`src/rtl/dsp2_pkg.sv`:
```
// Package with shared constants and stage payload types for the binary64 scale unit.
package dsp2_pkg;

  localparam int unsigned FracW   = 52;
  localparam int unsigned ExpW    = 11;
  localparam int unsigned ScaleW  = 13;
  localparam int unsigned WordW   = 64;
  localparam logic [ExpW-1:0] ExpAllOnes = 11'h7FF;

  // Payload after the decode and normalize-count stage.
  typedef struct packed {
    logic              bypass;
    logic [WordW-1:0]  raw;
    logic              sign;
    logic [FracW:0]    mant;     // significand, not yet normalized
    logic [5:0]        lz;       // normalizing left shift
    logic signed [14:0] ex;      // biased exponent before normalization
    logic signed [ScaleW-1:0] scale;
  } dec_t;

  // Payload after the normalize and exponent-add stage.
  typedef struct packed {
    logic              bypass;
    logic [WordW-1:0]  raw;
    logic              sign;
    logic [FracW:0]    mant;
    logic signed [14:0] ne;
  } nrm_t;

  // Payload after the denormalizing shift stage.
  typedef struct packed {
    logic              done;     // result already final
    logic [WordW-1:0]  res;
    logic              err;
    logic              sign;
    logic [FracW:0]    q;
    logic              guard;
    logic              sticky;
  } shf_t;

endpackage

```
`src/rtl/double_scale_by_power_of_two_top.sv`:
```
// Top level of the pipelined binary64 power-of-two scale unit.
//
//  channel | valid   | stall   | payload
//  in      | valid_i | stall_o | value_bits_i, scale_i
//  out     | valid_o | stall_i | result_bits_o, range_error_o
//
// One word enters per cycle while stall_o is low and passes the four register stages
// (decode with leading-zero count, normalize and exponent add, denormalizing shift,
// round). The stall from the output freezes every full stage with no empty stage after
// it, so no word is lost. Reset clears only the stage valid bits. stall_o is stall_i
// when all four stages hold a word, and low otherwise, so bubbles are squeezed out.
module double_scale_by_power_of_two_top (
  input  logic        clk_i,
  input  logic        rst_ni,
  input  logic        valid_i,
  output logic        stall_o,
  input  logic [63:0] value_bits_i,
  input  logic signed [12:0] scale_i,
  output logic        valid_o,
  input  logic        stall_i,
  output logic [63:0] result_bits_o,
  output logic        range_error_o
);

  logic [3:0] vld_q;
  logic [3:0] adv;
  dsp2_pkg::dec_t s1_q, s1_d;
  dsp2_pkg::nrm_t s2_q, s2_d;
  dsp2_pkg::shf_t s3_q, s3_d;
  logic [63:0] res_q, res_d;
  logic err_q, err_d;

  // A stage moves when the stage after it moves or is empty.
  assign adv[3] = !vld_q[3] || !stall_i;
  assign adv[2] = !vld_q[2] || adv[3];
  assign adv[1] = !vld_q[1] || adv[2];
  assign adv[0] = !vld_q[0] || adv[1];
  assign stall_o = !adv[0];

  // Stage 1: decode fields and count leading zeros of a subnormal fraction.
  always_comb begin
    logic [10:0] e;
    logic [51:0] f;
    s1_d = '0;
    e = value_bits_i[62:52];
    f = value_bits_i[51:0];
    s1_d.raw    = value_bits_i;
    s1_d.sign   = value_bits_i[63];
    s1_d.scale  = scale_i;
    s1_d.bypass = (scale_i == '0) || (e == dsp2_pkg::ExpAllOnes) || (e == '0 && f == '0);
    s1_d.lz     = '0;
    if (e != '0) begin
      s1_d.mant = {1'b1, f};
      s1_d.ex   = 15'(e);
    end else begin
      s1_d.mant = {1'b0, f};
      s1_d.ex   = 15'sd1;
      for (int i = 0; i < 52; i++) begin
        if (f[i]) s1_d.lz = 6'(52 - i);
      end
    end
  end

  // Stage 2: normalize and add the scale.
  always_comb begin
    s2_d.bypass = s1_q.bypass;
    s2_d.raw    = s1_q.raw;
    s2_d.sign   = s1_q.sign;
    s2_d.mant   = s1_q.mant << s1_q.lz;
    s2_d.ne     = s1_q.ex - 15'(s1_q.lz) + 15'(s1_q.scale);
  end

  // Stage 3: bypass pass-through, overflow, normal packing, or right shift for underflow.
  always_comb begin
    logic [6:0]   sh;
    logic [107:0] wide;
    s3_d = '0;
    sh = '0;
    wide = '0;
    s3_d.sign = s2_q.sign;
    if (s2_q.bypass) begin
      s3_d.done = 1'b1;
      s3_d.res  = s2_q.raw;
    end else if (s2_q.ne >= 15'sd2047) begin
      s3_d.done = 1'b1;
      s3_d.res  = {s2_q.sign, dsp2_pkg::ExpAllOnes, 52'd0};
      s3_d.err  = 1'b1;
    end else if (s2_q.ne >= 15'sd1) begin
      s3_d.done = 1'b1;
      s3_d.res  = {s2_q.sign, s2_q.ne[10:0], s2_q.mant[51:0]};
    end else begin
      if (s2_q.ne < -15'sd53) sh = 7'd54;
      else sh = 7'(15'sd1 - s2_q.ne);
      wide = {s2_q.mant, 55'd0} >> sh;
      s3_d.q      = wide[107:55];
      s3_d.guard  = wide[54];
      s3_d.sticky = |wide[53:0];
    end
  end

  // Stage 4: round to nearest even.
  always_comb begin
    logic up;
    up = s3_q.guard && (s3_q.sticky || s3_q.q[0]);
    if (s3_q.done) begin
      res_d = s3_q.res;
      err_d = s3_q.err;
    end else begin
      res_d = {s3_q.sign, 63'(s3_q.q) + 63'(up)};
      err_d = s3_q.guard || s3_q.sticky;
    end
  end

  always_ff @(posedge clk_i or negedge rst_ni) begin
    if (!rst_ni) begin
      vld_q <= '0;
    end else begin
      if (adv[0]) vld_q[0] <= valid_i;
      if (adv[1]) vld_q[1] <= vld_q[0];
      if (adv[2]) vld_q[2] <= vld_q[1];
      if (adv[3]) vld_q[3] <= vld_q[2];
    end
  end

  always_ff @(posedge clk_i) begin
    if (adv[0]) s1_q <= s1_d;
    if (adv[1]) s2_q <= s2_d;
    if (adv[2]) s3_q <= s3_d;
    if (adv[3]) begin
      res_q <= res_d;
      err_q <= err_d;
    end
  end

  assign valid_o       = vld_q[3];
  assign result_bits_o = res_q;
  assign range_error_o = err_q;

  // A stalled output word holds its value and flag.
  a_hold: assert property (@(posedge clk_i) disable iff (!rst_ni)
    valid_o && stall_i |=> valid_o && $stable(result_bits_o) && $stable(range_error_o))
    else $error("output word changed under stall");

  // Input is only held back when the pipe is full.
  a_full: assert property (@(posedge clk_i) disable iff (!rst_ni)
    stall_o |-> (vld_q == 4'hF) && stall_i)
    else $error("input stalled with room in the pipe");

  // A flagged result with an all-ones exponent is an infinity, never a NaN.
  a_ovf: assert property (@(posedge clk_i) disable iff (!rst_ni)
    valid_o && range_error_o && result_bits_o[62:52] == dsp2_pkg::ExpAllOnes
      |-> result_bits_o[51:0] == '0)
    else $error("overflow result is not an infinity");

endmodule

```
`config.mk`:
```
export PLATFORM = sky130hd
export DESIGN_NAME = double_scale_by_power_of_two_top
export DESIGN_NICKNAME = d
export VERILOG_FILES = /design/src/rtl/dsp2_pkg.sv /design/src/rtl/double_scale_by_power_of_two_top.sv
export SDC_FILE = /design/constraint.sdc
export NUM_CORES = 1
export LEC_CHECK = 0
export ABC_AREA = 1
export BUFFER_PORTS_ARGS = -buffer_cell sky130_fd_sc_hd__buf_2
export CORE_UTILIZATION = 35
export DETAILED_ROUTE_END_ITERATION = 12
export GPL_ROUTABILITY_DRIVEN = 0
export HOLD_SLACK_MARGIN = 0.08
export MAX_ROUTING_LAYER = met4
export REMOVE_ABC_BUFFERS = 1
export SLEW_MARGIN = 20
export SYNTH_ARGS = -nofsm -noshare
export SYNTH_HDL_FRONTEND = slang
export SYNTH_SLANG_ARGS = --single-unit
```
`constraint.sdc`:
```
create_clock -name clk_i -period 16.4 [get_ports clk_i]
set_input_delay 0.82 -clock clk_i [delete_from_list [all_inputs] [get_ports clk_i]]
set_output_delay 0.82 -clock clk_i [all_outputs]
set_load 0.01 [all_outputs]
```
# Word level (Yosys, flattened, before mapping)
# Cells that the tools add are included.
[totals] ff_bits=478 output_inout_bits=67 elab_cells=132 input_bits=81
[op_classes] shifts=2 eq_ne=1 addsub=4 n_lt_le_gt_ge=3 muxes=63 n_reduce_logical=28
[ops] op="$mux 64" n=3
[ops] op="$mux 6" n=21
[ops] op="$shr 108x7->108" n=1
[ops] op="$mux 5" n=16
[ops] op="$mux 65" n=1
[ops] op="$add 53x1->54" n=1
[ops] op="$reduce_or 54->1" n=1
[ops] op="$mux 53" n=1
[ops] op="$shl 53x6->53" n=1
[ops] op="$logic_not 52->1" n=1
[ops] op="$mux 4" n=8
[ops] op="$reduce_or 32->1" n=1
[ops] op="$mux 7" n=4
[ops] op="$reduce_or 16->1" n=1
[ops] op="$add 15x15->15" n=1
[ops] op="$ge 15x12->1 const B" n=1
[ops] op="$ge 15x2->1 const B" n=1
[ops] op="$lt 15x7->1 const B" n=1
[ops] op="$sub 15x6->15" n=1
[ops] op="$logic_not 13->1" n=1
[ops] op="$mux 3" n=4
[ops] op="$eq 11x11->1 const B" n=1
[ops] op="$logic_not 11->1" n=1
[ops] op="$reduce_bool 11->1" n=1
[ops] op="10 further kinds" n=27

# Longest topological paths before layout
# Gate-level depths: netlist of run 1.
[logic_depth] depth_word=52 mapped_depth=51 depth_no_buf=51

# Worst setup path after synthesis of run 1
# No wires, ideal clock.
[synth_path] path_kind="input-to-reg" start="input stall_i" end="register s1_q[0] (netlist bit), enable pin" stages=7 n_path_buf=0 required_time_ns=15.951 path_slack_ns=5.930 t_arrival_ns=10.021 setup_time_ns=0.449 cell_sequence="nand2_1 -> nor2_1 -> inv_1 -> nor2_1 -> inv_1 -> nor2_1 -> inv_1"
[synth_between] elab_chain_cells=5
[synth_rtl] element="start, declared" line="double_scale_by_power_of_two_top.sv:20" source="input logic stall_i,"
[synth_rtl] element="$logic_not 1->1" line="double_scale_by_power_of_two_top.sv:34" source="assign adv[3] = !vld_q[3] || !stall_i;"
[synth_rtl] element="$logic_or 1x1->1" line="double_scale_by_power_of_two_top.sv:34"
[synth_rtl] element="$logic_or 1x1->1" line="double_scale_by_power_of_two_top.sv:35" source="assign adv[2] = !vld_q[2] || adv[3];"
[synth_rtl] element="via adv[2]" line="double_scale_by_power_of_two_top.sv:26" source="logic [3:0] adv;"
[synth_rtl] element="$logic_or 1x1->1" line="double_scale_by_power_of_two_top.sv:36" source="assign adv[1] = !vld_q[1] || adv[2];"
[synth_rtl] element="via adv[1]" line="double_scale_by_power_of_two_top.sv:26"
[synth_rtl] element="$logic_or 1x1->1" line="double_scale_by_power_of_two_top.sv:37" source="assign adv[0] = !vld_q[0] || adv[1];"
[synth_rtl] element="end signal, assigned" line="double_scale_by_power_of_two_top.sv:126" source="if (adv[0]) s1_q <= s1_d;"
[synth_rtl] element="end, declared" line="double_scale_by_power_of_two_top.sv:27" source="dsp2_pkg::dec_t s1_q, s1_d;"
# The timed path passes the listed nets, and every way through them passes these cells.
# A chain may end at the register's enable or synchronous reset.

# Worst setup path in the final report of run 1
[layout_path] start="register s2_q[1] (netlist bit)" end="register s3_q[0] (netlist bit) (data pin)"
[layout_between] elab_chain_cells=7 word_cells_on_any_way=11 cone_classes="add/sub: 1; order compare: 3; shift: 1; mux: 4; reduce/logical: 2"
[layout_rtl] element="start, declared" line="double_scale_by_power_of_two_top.sv:28" source="dsp2_pkg::nrm_t s2_q, s2_d;"
[layout_rtl] element="start signal, assigned" line="double_scale_by_power_of_two_top.sv:127" source="if (adv[1]) s2_q <= s2_d;"
[layout_rtl] element="$lt 15x7->1 / $sub 2x7->7 (equally long branches)" line="double_scale_by_power_of_two_top.sv:92, double_scale_by_power_of_two_top.sv:93"
[layout_rtl] element="$mux 7" line="double_scale_by_power_of_two_top.sv:92" source="if (s2_q.ne < -15'sd53) sh = 7'd54;"
[layout_rtl] element="$mux 7" line="double_scale_by_power_of_two_top.sv:88" source="end else if (s2_q.ne >= 15'sd1) begin"
[layout_rtl] element="$mux 7" line="double_scale_by_power_of_two_top.sv:84" source="end else if (s2_q.ne >= 15'sd2047) begin"
[layout_rtl] element="$mux 7" line="double_scale_by_power_of_two_top.sv:81" source="if (s2_q.bypass) begin"
[layout_rtl] element="$shr 108x7->108" line="double_scale_by_power_of_two_top.sv:94" source="wide = {s2_q.mant, 55'd0} >> sh;"
[layout_rtl] element="$reduce_or 54->1" line="double_scale_by_power_of_two_top.sv:97" source="s3_d.sticky = |wide[53:0];"
[layout_rtl] element="end signal, assigned" line="double_scale_by_power_of_two_top.sv:128" source="if (adv[2]) s3_q <= s3_d;"
[layout_rtl] element="end, declared" line="double_scale_by_power_of_two_top.sv:29" source="dsp2_pkg::shf_t s3_q, s3_d;"
# Parallel ways exist; a longest one is shown, timed or not. The select of a mux whose other input is x is not followed.

==> impl_metrics.py, run 1 <==
metrics = {
    "timing": {
        "drv_slew": 0,
        "max_freq_mhz": 204,
        "setup_slack_ns": 11.49,
        "period_share_pct": 29.9,
        "finalClockSkew_ns": 0.0128,
        "fin_crit_ns": 4.91,
        "grt_setup_unrepaired": "false",
        "setup_tns_ns": 0,
        "setup_viol": 0,
        "tightest_slew_ns": 1.04,
        "max_slew_margin_pct": 30.7,
        "timing.final.hold_violations": 0,
    },
    "clocking": {
        "clk_latency_ns": 0.58,
        "cts_inserted_buffers": 46,
        "cts_tree": "yes",
        "clk_pin_slew_ns": 0.07,
        "root_buffer": "clkbuf_16",
        "cts.path.max_buffers": 3,
        "cts_resized": 0,
        "htree_levels": 2,
        "cts_sinks": 420,
    },
    "cells_and_area": {
        "drive_gt1_share_pct": 10.3,
        "final_design_area_no_fill_um2": 27300,
        "synthToLayoutAreaGrowth_pct": 12.8,
        "nets": 3113,
    },
    "floorplanning": {
        "core_um2": 67800,
        "io_pins": 148,
        "die_w_um": 265,
        "dieArea_um2": 70100,
        "initial_utilization_pct": 35.7,
        "rows": 95,
        "dieHeight_um": 265,
    },
    "min_path": {
        "hold_path.class": "reg2reg",
    },
    "global_route": {
        "grtUsageTotal_pct": 19.3,
        "grt_pass1_vias": 18119,
        "grt_pass1_wl_um": 102000,
        "gr-total-overflow": 0,
        "grt_max_degree": 86,
        "antenna_found_initial": 4,
    },
    "synthesis": {
        "syn_area_um2": 24200,
        "synth_top_cells_by_count": "879 x nand2_1, 416 x edfxtp_1, 338 x inv_1, 270 x o21ai_0, 221 x nor2_1",
        "synth_seq_cells": 420,
        "synth-edff-count": 416,
        "synth.area.top_cells": "edfxtp_1 52%, nand2_1 14%, o21ai_0 5.6%",
        "seq_area_frac_synth_pct": 52.1,
        "ys_types": 60,
        "yosysTopAreaCellShare_pct": 51.7,
        "synth.avg_cell_area_um2": 8.24,
        "ys_dominant_reg_cell": "edfxtp_1",
        "yosysWarnings": 0,
        "ys_async_sr_fraction_pct": 0.952,
        "netlist_instances": 2934,
        "yosysMostFrequentCell": "nand2_1",
        "yosysTopAreaCell": "edfxtp_1",
    },
    "placement": {
        "pre_cts_slack_ns": 11.68,
        "io_buffers": 147,
        "dp_hpwl_um": 51100,
        "placed_area_um2": 25600,
    },
    "run": {
        "maxCapViolCount": 0,
    },
    "route": {
        "dr.pass1.iters": 8,
        "wl_per_cell_um": 17.0,
        "drc_errors": 0,
        "drt_first_iter_violations": 1858,
        "wl_um": 66600,
        "vias": 19499,
        "antenna_left": 0,
        "avgViaCountPerCell": 4.98,
    },
    "setup_path": {
        "cp-start-kind": "register",
        "critPathKind": "reg2reg",
        "end_kind": "register",
        "arrival_ns": 5.23,
        "path_max_fanout": 85,
        "crit_required_ns": 16.72,
    },
    "pwr": {
        "intPower_mw": 2.64,
        "clock_power_share_pct": 25.8,
        "power-per-cell-area_nw_per_um2": 160,
        "switchingPower_mw": 1.71,
        "ir_drop_mv": 0.0864,
        "p_seq_share_pct": 36.8,
        "comb_power_share_pct": 37.3,
        "p_leak_nw": 11.8,
        "switching_share_pct": 39.4,
    },
    "run_status": {
        "outcome": "complete, no violations",
    },
}
-- worst max-delay path, stage by stage (launching register included) --
cell      delay (ns)
edfxtp_1        0.54
ha_1            0.26
a21oi_1         0.13
o21ai_1         0.07
nand3b_1        0.08
nand2_1         0.11
inv_2           0.19
nor2_4          0.13
inv_2           0.07
buf_4           0.56
o21ai_1         0.26
nand2_1         0.11
nand2_1         0.11
nand2_1         0.07
o21ai_1         0.08
inv_1           0.08
o21ai_1         0.09
or2_1           0.26
o21ai_1         0.30
nand3_1         0.15
nor3_1          0.24
nor3_1          0.11
nor4_1          0.25
o21ai_1         0.11
a21oi_1         0.14
a21oi_1         0.08
-- cells by family after synthesis --
family,count (synthesis),synth area share [%]
compound gates,562,12.3
xor+xnor,45,1.63
fa+ha+maj,30,1.74
buf+inv,526,8.33
flops,420,52.1
mux,29,1.20
simple gates,1322,22.7
-- power groups by stage --
stage          Sequential (mW)  Combinational (mW)  Clock (mW)
2_1_floorplan             1.61                1.06           0
3_3_place_gp              1.62                1.59           0
3_5_place_dp              1.62                1.59           0
4_1_cts                   1.60                1.60        1.15
5_1_grt                   1.63                1.82        1.19
6_report                  1.60                1.62        1.12
-- layout by cell type, fill, tap and decap left out, types with 36 or more instances in the layout --
master and count:
nand3_1 91, clkbuf_16 47, o21ai_1 167, edfxtp_1 416, buf_2 147, nor2_1 220, inv_1 335, o21ai_0 270
a21oi_1 58, nand2_1 878, nor3_1 36
-- sequential cells by signal, indices dropped and copies added, names as in the netlist --
register       count
s2_q             133
result_bits_o     64
vld_q              4
s3_q             122
range_error_o      1
s1_q              96
-- what timing repair did --
action | CTS | global route
setup buffers | 0 | 0
hold buffers | 1 | 0
endpoints found under the hold margin | 4 | 0
-- metal layers --
metal  up-vias  global-route usage (%)  wire length (µm)
met4         0                    7.39              2350
li1       9881                       -                 -
met1      8902                    26.5             31100
met5         -                       -                 0
met2       576                    29.3             29600
met3       140                    2.13              3560
-- layout make-up --
type | instances | area, µm²
Fill cell | 6915 | 40500
Sequential cell | 420 | 12600
Multi-Input combinational cell | 1988 | 9590
Inverter | 368 | 1390
Clock buffer | 52 | 1200
Tap cell | 873 | 1090
Timing Repair Buffer | 178 | 971
Clock inverter | 31 | 437
Antenna cell | 3 | 7.51
-- through the flow --
stage | instances | utilization [%] | hold slack [ns] | power [mW]
2_1_floorplan | 2776 | - | 0.400 | 2.67
3_3_place_gp | 3826 | 37.8 | 0.402 | 3.21
3_5_place_dp | 3826 | 37.8 | 0.405 | 3.22
4_1_cts | 3910 | 40.2 | 0.403 | 4.35
5_1_grt | 3913 | 40.3 | 0.411 | 4.63
6_report | 3913 | 40.3 | 0.423 | 4.35
-- path summary, 6_finish.rpt --
kind / from / endpoint / slack, ns / cells after the start
max: s2_q[1] / s3_q[0] / 11.49 / 25
min: s1_q[149] / s2_q[130] / 0.42 / 0
max reg2reg: s2_q[1] / s3_q[0] / 11.49 / 25
min reg2reg: s1_q[149] / s2_q[130] / 0.42 / 0
max in group asynchronous: rst_ni / vld_q[0] / 15.70 / 2
min in group asynchronous: rst_ni / vld_q[3] / 0.58 / 2
Note: power is estimated with default switching activity, not from simulation.
==> run 2, diff against run 1 <==
==> constraint.sdc (replaced) <==
create_clock -name clk_i -period 5 [get_ports clk_i]
set_input_delay 0.25 -clock clk_i [delete_from_list [all_inputs] [get_ports clk_i]]
set_output_delay 0.25 -clock clk_i [all_outputs]
set_load 0.01 [all_outputs]
==> run 2 against run 1 <==
Effect of this change:
- routed wire length grew 0.97%
- power grew to 3.2 times the previous value
- register-to-register slack lost 11 ns
- non-clock buffer count grew 93
- sequential power grew to 3.3 times the previous value
- utilization grew 1.2 points
- worst setup slack lost 11 ns
- critical path depth shrank 4
- clock-buffer cell count grew 4
- global-route usage grew 0.18 points
- fmax grew 13%
- critical endpoint unchanged
- highest routed layer unchanged
==> impl_metrics.py, run 2 (synthesis results as in run 1) <==
metrics = {
    "global_route": {
        "antenna_found_initial": 2,
        "grtUsageTotal_pct": 19.5,
        "grt_max_degree": 76,
        "grt_pass1_vias": 18554,
        "grt_pass1_wl_um": 103000,
        "gr-total-overflow": 0,
    },
    "timing": {
        "tightest_slew_ns": 1.01,
        "grt_setup_unrepaired": "false",
        "finalClockSkew_ns": 0.0169,
        "period_share_pct": 86.5,
        "drv_slew": 0,
        "max_slew_margin_pct": 32.6,
        "max_freq_mhz": 231,
        "setup_viol": 0,
        "fin_crit_ns": 4.33,
        "timing.final.hold_violations": 0,
        "whs_ns": 0.330,
    },
    "run_status": {
        "outcome": "complete, no violations",
    },
    "floorplanning": {
        "die_w_um": 265,
        "initial_utilization_pct": 35.7,
        "core_um2": 67800,
        "io_pins": 148,
        "dieArea_um2": 70100,
        "dieHeight_um": 265,
        "rows": 95,
    },
    "clocking": {
        "clk_latency_ns": 0.59,
        "root_buffer": "clkbuf_16",
        "htree_levels": 2,
        "cts_inserted_buffers": 47,
        "cts.path.max_buffers": 3,
        "cts_resized": 0,
        "cts_sinks": 420,
        "clk_pin_slew_ns": 0.06,
        "cts_tree": "yes",
    },
    "setup_path": {
        "reg2reg_depth": 21,
        "crit_required_ns": 5.30,
        "crit_chain": "buf_4 -> ha_1 -> a21oi_1 -> o21ai_1 -> nand3b_1 -> nand2_1 -> inv_2 -> nor2_8 -> inv_2 -> buf_4 -> o21ai_1 -> mux2i_1 -> nand2_1 -> o21ai_0 -> o21ai_0 -> nor4_1 -> nand4_1 -> nor4_1 -> o21ai_1 -> a21oi_1 -> a21oi_1",
        "cp-start-kind": "register",
        "end_kind": "register",
        "max_stage_delay_ns": 0.40,
        "arrival_ns": 4.63,
        "ff2ff_setup_slack_ns": 0.67,
        "path_max_fanout": 34,
        "r2r_start": "s2_q[1]",
        "worst_path_max_delay_cell": "nor4_1",
        "critPathKind": "reg2reg",
        "r2r_end": "s3_q[0]",
    },
    "route": {
        "wl_um": 67300,
        "drt_first_iter_violations": 1743,
        "avgViaCountPerCell": 4.96,
        "wl_per_cell_um": 16.8,
        "drc_errors": 0,
        "antenna_left": 0,
        "vias": 19855,
        "dr.pass1.iters": 6,
    },
    "min_path": {
        "worstHoldStart": "stall_i",
        "worstHoldPathCells": 4,
        "holdPathEnd": "vld_q[3]",
        "hold_path.class": "in2reg",
    },
    "pwr": {
        "finalPower_mw": 14.1,
        "p_leak_nw": 12.1,
        "ir_drop_mv": 0.295,
        "power-per-cell-area_nw_per_um2": 503,
    },
    "cells_and_area": {
        "utilization_pct": 41.4,
        "antenna_cells": 0,
        "synthToLayoutAreaGrowth_pct": 16.1,
        "nets": 3207,
        "top_register": "s2_q",
        "drive_gt1_share_pct": 10.2,
        "final.fill_count": 6786,
        "reg_top3": "s2_q (133), s3_q (122), s1_q (96)",
        "layout_commonest_cell": "nand2_1",
        "largest_reg_flops": 133,
        "final_cell_mix": "878 x nand2_1, 416 x edfxtp_1, 335 x inv_1",
    },
    "run": {
        "maxCapViolCount": 0,
    },
    "placement": {
        "io_buffers": 147,
        "dp_hpwl_um": 52100,
    },
}
-- run 2: changes by cell type in the layout (fill, tap and decap cells not counted), moves of 2 or more --
cell           delta
clkbuf_1          +3
buf_4            +11
inv_6             -2
buf_12            +3
bufinv_16         -6
clkbuf_16         +2
diode_2           -3
clkinv_1          +4
dlygate4sd3_1    +79
-- run 2: cell type report --
| cell class | count | area (µm²) | share of cell area [%] |
|---|---|---|---|
| clock buffers | 56 | 1250 | 4.46 |
| clock inverters | 28 | 262 | 0.932 |
| inverters | 368 | 1390 | 4.94 |
| multi-input cells | 1988 | 9580 | 34.1 |
| flip-flops and latches | 420 | 12600 | 44.9 |
| well taps | 873 | 1090 | 3.89 |
| repair buffers | 271 | 1900 | 6.78 |
-- run 2: worst max-delay path by stage --
stage                     startpoint       to  cells past startpoint  slack (ns)
after detailed placement     s2_q[1]  s3_q[0]                     21        0.75
final                        s2_q[1]  s3_q[0]                     21        0.67
after floorplan             vld_q[3]  s1_q[0]                      7       -5.07
after global routing         s2_q[2]  s3_q[0]                     21        0.22
after global placement       s2_q[1]  s3_q[0]                     21        0.82
after CTS                    s2_q[1]  s3_q[0]                     23        0.72
-- run 2: through the flow --
| stage | TNS [ns] | std cells | setup WS (ns) | instance area, µm² |
|---|---|---|---|---|
| 2_1_floorplan | -841.67 | 2776 | -5.07 | 23500 |
| 3_3_place_gp | 0 | 3840 | 0.823 | 25800 |
| 3_5_place_dp | 0 | 3840 | 0.751 | 25800 |
| 4_1_cts | 0 | 4004 | 0.725 | 28100 |
| 5_1_grt | 0 | 4004 | 0.218 | 28100 |
| 6_report | 0 | 4004 | 0.673 | 28100 |
-- run 2: worst max-delay path: cells and delay by family (launching register included) --
family,cells,cell delay (ns)
buffers and inverters,4,1.10
muxes,1,0.23
adders and majority gates,1,0.19
AOI/OAI and AO/OA,8,0.94
and+or+nand+nor,7,1.22
DFF,1,0.35
-- run 2: repair_timing --
| action | 4_1_cts | 5_1_grt |
|---|---|---|
| setup endpoints to repair | 0 | 0 |
| hold endpoints to repair | 94 | 0 |
| setup buffers | 0 | 0 |
| hold buffers | 80 | 0 |
-- run 2: metal layers --
| metal | track usage, % | share of wire (%) | up-vias |
|---|---|---|---|
| li1 | - | - | 10063 |
| met1 | 26.5 | 46 | 9020 |
| met2 | 30.4 | 45 | 618 |
| met3 | 1.89 | 5.7 | 154 |
| met4 | 6.62 | 3.1 | 0 |
| met5 | - | 0 | - |
-- run 2: power by group --
part,switching [mW],internal (mW),leakage [nW]
logic,3.84,1.66,7.04
registers,0.414,4.81,4.37
clock network,1.37,2.03,0.742
total,5.63,8.50,12.1
